===== src/hdl/zibsu_pkg.sv =====
package zibsu_pkg;

  // Opcode bits 7:6.
  typedef enum logic [1:0] {
    GRP_SHIFT = 2'd0,
    GRP_BIT   = 2'd1,
    GRP_RES   = 2'd2,
    GRP_SET   = 2'd3
  } group_t;

  // Opcode bits 5:3 within the shift group.
  typedef enum logic [2:0] {
    SH_RLC = 3'd0,
    SH_RRC = 3'd1,
    SH_RL  = 3'd2,
    SH_RR  = 3'd3,
    SH_SLA = 3'd4,
    SH_SRA = 3'd5,
    SH_SLL = 3'd6,
    SH_SRL = 3'd7
  } shift_t;

  // Register code that names (HL)-style memory: no register copy.
  localparam logic [2:0] REG_CODE_MEM = 3'd6;

  // Flag bit positions, S Z X5 H X3 P N C from bit 7 down.
  localparam int FLAG_S  = 7;
  localparam int FLAG_Z  = 6;
  localparam int FLAG_X5 = 5;
  localparam int FLAG_H  = 4;
  localparam int FLAG_X3 = 3;
  localparam int FLAG_P  = 2;
  localparam int FLAG_N  = 1;
  localparam int FLAG_C  = 0;

  typedef struct packed {
    logic [7:0]  opcode;
    logic [15:0] index_base;
    logic [7:0]  displacement;
    logic [7:0]  mem_byte;
    logic        carry_in;
  } item_t;

  typedef struct packed {
    logic [15:0] address;
    logic        mem_write;
    logic [7:0]  write_byte;
    logic [7:0]  flags_out;
    logic        flags_write;
    logic [2:0]  reg_select;
    logic        reg_write;
  } result_t;

endpackage


===== src/hdl/zibsu_exec.sv =====
module zibsu_exec (
  input  zibsu_pkg::item_t   item,
  output zibsu_pkg::result_t res
);

  logic [2:0]  sel;
  logic [1:0]  grp;
  logic [7:0]  mask;
  logic [7:0]  m;
  logic [15:0] addr;
  logic [7:0]  sh_byte;
  logic        sh_cout;
  logic [7:0]  tested;

  assign grp    = item.opcode[7:6];
  assign sel    = item.opcode[5:3];
  assign m      = item.mem_byte;
  assign mask   = 8'd1 << sel;
  assign addr   = item.index_base + {{8{item.displacement[7]}}, item.displacement};
  assign tested = m & mask;

  always_comb begin
    case (zibsu_pkg::shift_t'(sel))
      zibsu_pkg::SH_RLC: begin sh_cout = m[7]; sh_byte = {m[6:0], m[7]}; end
      zibsu_pkg::SH_RRC: begin sh_cout = m[0]; sh_byte = {m[0], m[7:1]}; end
      zibsu_pkg::SH_RL:  begin sh_cout = m[7]; sh_byte = {m[6:0], item.carry_in}; end
      zibsu_pkg::SH_RR:  begin sh_cout = m[0]; sh_byte = {item.carry_in, m[7:1]}; end
      zibsu_pkg::SH_SLA: begin sh_cout = m[7]; sh_byte = {m[6:0], 1'b0}; end
      zibsu_pkg::SH_SRA: begin sh_cout = m[0]; sh_byte = {m[7], m[7:1]}; end
      zibsu_pkg::SH_SLL: begin sh_cout = m[7]; sh_byte = {m[6:0], 1'b1}; end
      default:           begin sh_cout = m[0]; sh_byte = {1'b0, m[7:1]}; end
    endcase
  end

  always_comb begin
    res.address     = addr;
    res.reg_select  = item.opcode[2:0];
    res.reg_write   = (item.opcode[2:0] != zibsu_pkg::REG_CODE_MEM);
    res.mem_write   = 1'b1;
    res.write_byte  = m;
    res.flags_out   = 8'h00;
    res.flags_write = 1'b0;
    case (zibsu_pkg::group_t'(grp))
      zibsu_pkg::GRP_SHIFT: begin
        res.write_byte                  = sh_byte;
        res.flags_write                 = 1'b1;
        res.flags_out[zibsu_pkg::FLAG_S]  = sh_byte[7];
        res.flags_out[zibsu_pkg::FLAG_Z]  = (sh_byte == 8'h00);
        res.flags_out[zibsu_pkg::FLAG_X5] = sh_byte[5];
        res.flags_out[zibsu_pkg::FLAG_X3] = sh_byte[3];
        res.flags_out[zibsu_pkg::FLAG_P]  = ~^sh_byte;
        res.flags_out[zibsu_pkg::FLAG_C]  = sh_cout;
      end
      zibsu_pkg::GRP_BIT: begin
        // BIT takes X5 and X3 from the high byte of the effective address.
        res.mem_write                     = 1'b0;
        res.reg_write                     = 1'b0;
        res.flags_write                   = 1'b1;
        res.flags_out[zibsu_pkg::FLAG_S]  = tested[7];
        res.flags_out[zibsu_pkg::FLAG_Z]  = (tested == 8'h00);
        res.flags_out[zibsu_pkg::FLAG_X5] = addr[13];
        res.flags_out[zibsu_pkg::FLAG_H]  = 1'b1;
        res.flags_out[zibsu_pkg::FLAG_X3] = addr[11];
        res.flags_out[zibsu_pkg::FLAG_P]  = (tested == 8'h00);
        res.flags_out[zibsu_pkg::FLAG_C]  = item.carry_in;
      end
      zibsu_pkg::GRP_RES: begin
        res.write_byte = m & ~mask;
      end
      default: begin
        res.write_byte = m | mask;
      end
    endcase
  end

endmodule


===== src/hdl/z80_indexed_bit_shift_unit.sv =====
// An accepted word is held in the input register, then offered from the result register.
// Throughput: one word per cycle, sustained while the result side keeps taking words.
// The path is an input register, the execute logic (address add, shift or bit op, flags),
// and a result register; each register holds its word while the stage after it stalls.
// Reset (rst_n low, synchronous) empties both registers; payload contents are not cleared.
module z80_indexed_bit_shift_unit (
  input  logic               clk,
  input  logic               rst_n,
  input  logic               in_valid,
  output logic               in_ready,
  input  logic [7:0]         in_opcode,
  input  logic [15:0]        in_index_base,
  input  logic signed [7:0]  in_displacement,
  input  logic [7:0]         in_mem_byte,
  input  logic               in_carry_in,
  output logic               out_valid,
  input  logic               out_ready,
  output logic [15:0]        out_address,
  output logic               out_mem_write,
  output logic [7:0]         out_write_byte,
  output logic [7:0]         out_flags_out,
  output logic               out_flags_write,
  output logic [2:0]         out_reg_select,
  output logic               out_reg_write
);

  // Input stage: captures the incoming word.
  logic                s1_valid_r;
  logic                s1_valid_nxt;
  zibsu_pkg::item_t    s1_item_r;
  logic                s1_adv;

  // Result stage: holds the finished word until the consumer takes it.
  logic                out_valid_r;
  logic                out_valid_nxt;
  zibsu_pkg::result_t  out_res_r;
  zibsu_pkg::result_t  exec_res;
  logic                out_load;

  // The result register can take a new word when it is empty or is being drained
  // this cycle; the input register frees up whenever its word moves forward.
  assign out_load = !out_valid_r || out_ready;
  assign s1_adv   = s1_valid_r && out_load;
  assign in_ready = !s1_valid_r || out_load;

  assign s1_valid_nxt  = (in_valid && in_ready) || (s1_valid_r && !out_load);
  assign out_valid_nxt = out_load ? s1_valid_r : out_valid_r;

  zibsu_exec u_exec (
    .item (s1_item_r),
    .res  (exec_res)
  );

  always_ff @(posedge clk) begin
    if (!rst_n) begin
      s1_valid_r  <= 1'b0;
      out_valid_r <= 1'b0;
    end else begin
      s1_valid_r  <= s1_valid_nxt;
      out_valid_r <= out_valid_nxt;
    end
  end

  // Payload registers carry no reset; their valid bits qualify them.
  always_ff @(posedge clk) begin
    if (in_valid && in_ready) begin
      s1_item_r.opcode       <= in_opcode;
      s1_item_r.index_base   <= in_index_base;
      s1_item_r.displacement <= in_displacement;
      s1_item_r.mem_byte     <= in_mem_byte;
      s1_item_r.carry_in     <= in_carry_in;
    end
    if (s1_adv) begin
      out_res_r <= exec_res;
    end
  end

  assign out_valid       = out_valid_r;
  assign out_address     = out_res_r.address;
  assign out_mem_write   = out_res_r.mem_write;
  assign out_write_byte  = out_res_r.write_byte;
  assign out_flags_out   = out_res_r.flags_out;
  assign out_flags_write = out_res_r.flags_write;
  assign out_reg_select  = out_res_r.reg_select;
  assign out_reg_write   = out_res_r.reg_write;

endmodule


===== config.mk =====
export PLATFORM = sky130hd
export DESIGN_NAME = z80_indexed_bit_shift_unit
export DESIGN_NICKNAME = d
export VERILOG_FILES = /design/src/hdl/zibsu_pkg.sv /design/src/hdl/zibsu_exec.sv /design/src/hdl/z80_indexed_bit_shift_unit.sv
export SDC_FILE = /design/constraint.sdc
export NUM_CORES = 1
export LEC_CHECK = 0
export BUFFER_PORTS_ARGS = -buffer_cell sky130_fd_sc_hd__buf_2
export CAP_MARGIN = 20
export CORE_UTILIZATION = 54
export CTS_CLUSTER_SIZE = 12
export DETAILED_ROUTE_END_ITERATION = 8
export PLACE_DENSITY_LB_ADDON = 0.25
export SLEW_MARGIN = 20
export SYNTH_ARGS = -nofsm -noshare
export SYNTH_HDL_FRONTEND = slang
export SYNTH_SLANG_ARGS = --single-unit

===== constraint.sdc =====
create_clock -name clk -period 3.7 [get_ports clk]
set_clock_uncertainty 0.1 [all_clocks]
set_input_delay 0.555 -clock clk [delete_from_list [all_inputs] [get_ports clk]]
set_output_delay 0.555 -clock clk [all_outputs]
set_load 0.005 [all_outputs]

==> flow_summary.toml <==
[outcome]
status = "complete, no violations"

[placement]
pre_cts_slack_ns = 1.162
gp_congestion = 0.8743
dp_hpwl_um = 5050
io_buffers = 83

[floorplan]
die_w_um = 86.25
ios = 85
die_area_mm2 = 0.007438
coreArea_mm2 = 0.006832
rows = 30
initial_core_util_pct = 56.10
fp.dieH_um = 86.25

[timing]
hold_viol_final = 0
setup_tns_ns = 0
slew_violations = 0
fmaxAchievable_mhz = 387.5
setup_viol = 0
worstMarginPinSlew_ns = 1.056
period_needed_ns = 2.581
rsz0062_at_grt = "no"
slew_headroom_pct = 29.47
setup_ws_ns = 1.119
fin_crit_sh_pct = 69.75

[setup_path]
cp_slowest_cell = "edfxtp_1"
cp.depth = 6
critical_path.max_fanout = 9
path_buf_inv = 0
reg2reg_from = "s1_item_r[16]"
cp-startpoint = "s1_item_r[16]"
cp_top_family = "compound AO/OA/AOI/OAI gates"
cp.arrival_ns = 2.58
crit_chain = "ha_1, a21o_1, a21oi_1, or4b_1, a31oi_1, xnor2_1"
r2r_slack_ns = 1.12
required_ns = 3.70
crit_type = "reg -> reg"
max_stage_delay_ns = 0.55
worstSetupEndpointType = "flop"
crit_path_start_kind = "flop"
rr_worst_depth = 6
r2r-end = "out_address[15]"

[power]
swShare_pct = 25.35
intPower_mw = 1.525
seqPwrFrac_pct = 54.2
pwr-share-comb_pct = 14.3
power_frac_clock_pct = 31.5
ir_drop_mv = 0.2495
p_total_mw = 2.042
power.leakage_nw = 1.792
p_switching_mw = 0.5177
p_per_area_mw_per_mm2 = 453.7

[cts]
post_cts_buffers = 0
clk_pin_slew_worst_paths_ns = 0.08
clk_path_buf_depth = 2
cts_made_buffers = 9
clock_sinks = 80
insertion_delay_ns = 0.35
h-tree-depth = 3
cts_tree = "built"
cts-root-buf = "clkbuf_8"
postCtsHoldBufs = 0
cts_resized = 0

[yosys]
synth_xor_area_share_pct = 4.114
synthAdderAreaFrac_pct = 6.725
synth_area_leaders = "edfxtp_1 61%, ha_1 6.2%, mux2i_1 4.2%, xnor2_1 2.7%, nand2_1 2.3%"
synth_area_leader_cell = "edfxtp_1"
synth-compound-area-share_pct = 10.84
synth_edf_count = 78
async_flop_share_pct = 0
synth-simple-area-share_pct = 8.260
yosysWarnings = 0
ys_ff_latch = 80
netlist_area_mm2 = 0.003832
synth_top_cell_area_share_pct = 61.12
ys.flop_type = "edfxtp_1"
muxShareOfSynthArea_pct = 5.354
syn-num-nets = 349
synthCells = 284
ys_types = 46
synth_top_family_by_area = "compound AO/OA/AOI/OAI gates"
syn_avg_cell_area_um2 = 13.49
ys_seq_area_share_pct = 62.16

[global_route]
grt.met2_usage_pct = 31.46
use_met3_pct = 4.381
grt_overflow = 0
grt_max_degree = 42
antenna_found_initial = 0
busiest_layer = "met2"
grt_pass1_vias = 2310
grt_pass1_wl_um = 11180
grt_use_met1_pct = 28.13
track_usage_pct = 20.28

[cells_and_area]
regArea_mm2 = 0.002382
fill_cells = 537
fin_nets = 429
syn_to_final_growth_pct = 17.47
final_common_cell = "buf_2"
multi_input_area_mm2 = 0.001365
n_antenna_cell = 0
drive_gt1_share_pct = 29.54
final_cell_mix = "83 x buf_2, 78 x edfxtp_1, 23 x nand2_1"

[routing]
via_count = 2513
via_per_inst = 5.404
postRouteAntennaNets = 0
dr.pass1.iters = 4
drtIter0Drc = 218
wl_per_cell_um = 15.34
totalWireLength_um = 7131
post-route-drc-count = 0

[hold_path]
min_from = "in_index_base[3]"
hold_class = "in -> reg"
hold_end = "s1_item_r[20]"
hold_depth = 1

[flow_run]
max_cap_viol_count = 0
## cells in the mapped netlist, drive strengths merged, types with 2 or more instances
master   n
buf      6
clkbuf   8
nor3     4
nand2   23
o21ai   12
mux2i   16
o21a     5
nand4    2
a21o     3
and2     2
nor2b    6
nor2    16
inv      4
xnor2   12
xor2     6
nand3b   2
a31oi    6
o21bai   4
nand3    4
a21oi   15
mux4     2
nand2b   3
edfxtp  78
a211o    2
ha      19
o221ai   7
dfxtp    2
or3      2
## sequential cells by signal, summed over array words and instances (netlist names)
name,count
s1_valid_r,1
out_write_byte,8
out_valid,1
out_mem_write,1
out_reg_write,1
out_address,16
out_flags_out,7
out_reg_select,3
out_flags_write,1
s1_item_r,41
## cell families (layout without fill, tap and decap cells)
family          count (synthesis)  count (layout)
compound gates                 62              62
xor+xnor                       18              18
fa+ha+maj                      20              20
buf+inv                        19             104
flops                          80              80
mux                            18              18
other cells                     1               1
simple gates                   66              66
## how the worst max path moves through the flow
stage	end	slack (ns)
detailed placement	out_address[15]	1.16
floorplan	out_address[0]	0.87
CTS	out_address[15]	1.14
global placement	out_address[15]	1.23
global route	out_address[14]	0.97
finish	out_address[15]	1.12
## worst reg2reg max path: stages, from the launching register on
cell and delay, ns:
edfxtp_1 0.55, ha_1 0.47, a21o_1 0.25, a21oi_1 0.19, or4b_1 0.47, a31oi_1 0.21, xnor2_1 0.10
## power groups by stage
stage | clock network [mW] | logic [mW] | registers, mW
4_1_cts | 0.658 | 0.293 | 1.11
6_report | 0.643 | 0.292 | 1.11
3_3_place_gp | 0 | 0.285 | 1.13
5_1_grt | 0.696 | 0.324 | 1.11
3_5_place_dp | 0 | 0.291 | 1.13
2_1_floorplan | 0 | 0.206 | 1.12
## metrics by stage
step | hold slack (ns) | area [um2] | cells | utilization [%]
global placement | 0.3292 | 4302 | 449 | 62.97
floorplan | 0.3261 | 3832 | 284 | -
finish | 0.2763 | 4502 | 465 | 65.90
global route | 0.2516 | 4502 | 465 | 65.90
detailed placement | 0.3372 | 4302 | 449 | 62.97
CTS | 0.2633 | 4502 | 465 | 65.90
## per-layer routing
layer / wire length, um / vias to the layer above
met5: 0 / -
met4: 112 / 0
met3: 351 / 11
met2: 3352 / 90
met1: 3315 / 1179
li1: - / 1233
## layout make-up
| type | count | share of cell area [%] |
|---|---|---|
| clock buffer | 9 | 2.752 |
| clock inverter | 7 | 1.695 |
| inverter | 5 | 0.4169 |
| multi-input combinational | 185 | 30.32 |
| sequential | 80 | 52.92 |
| tap | 96 | 2.668 |
| timing repair buffer | 83 | 9.227 |
Power figures use the tool's default switching activity.
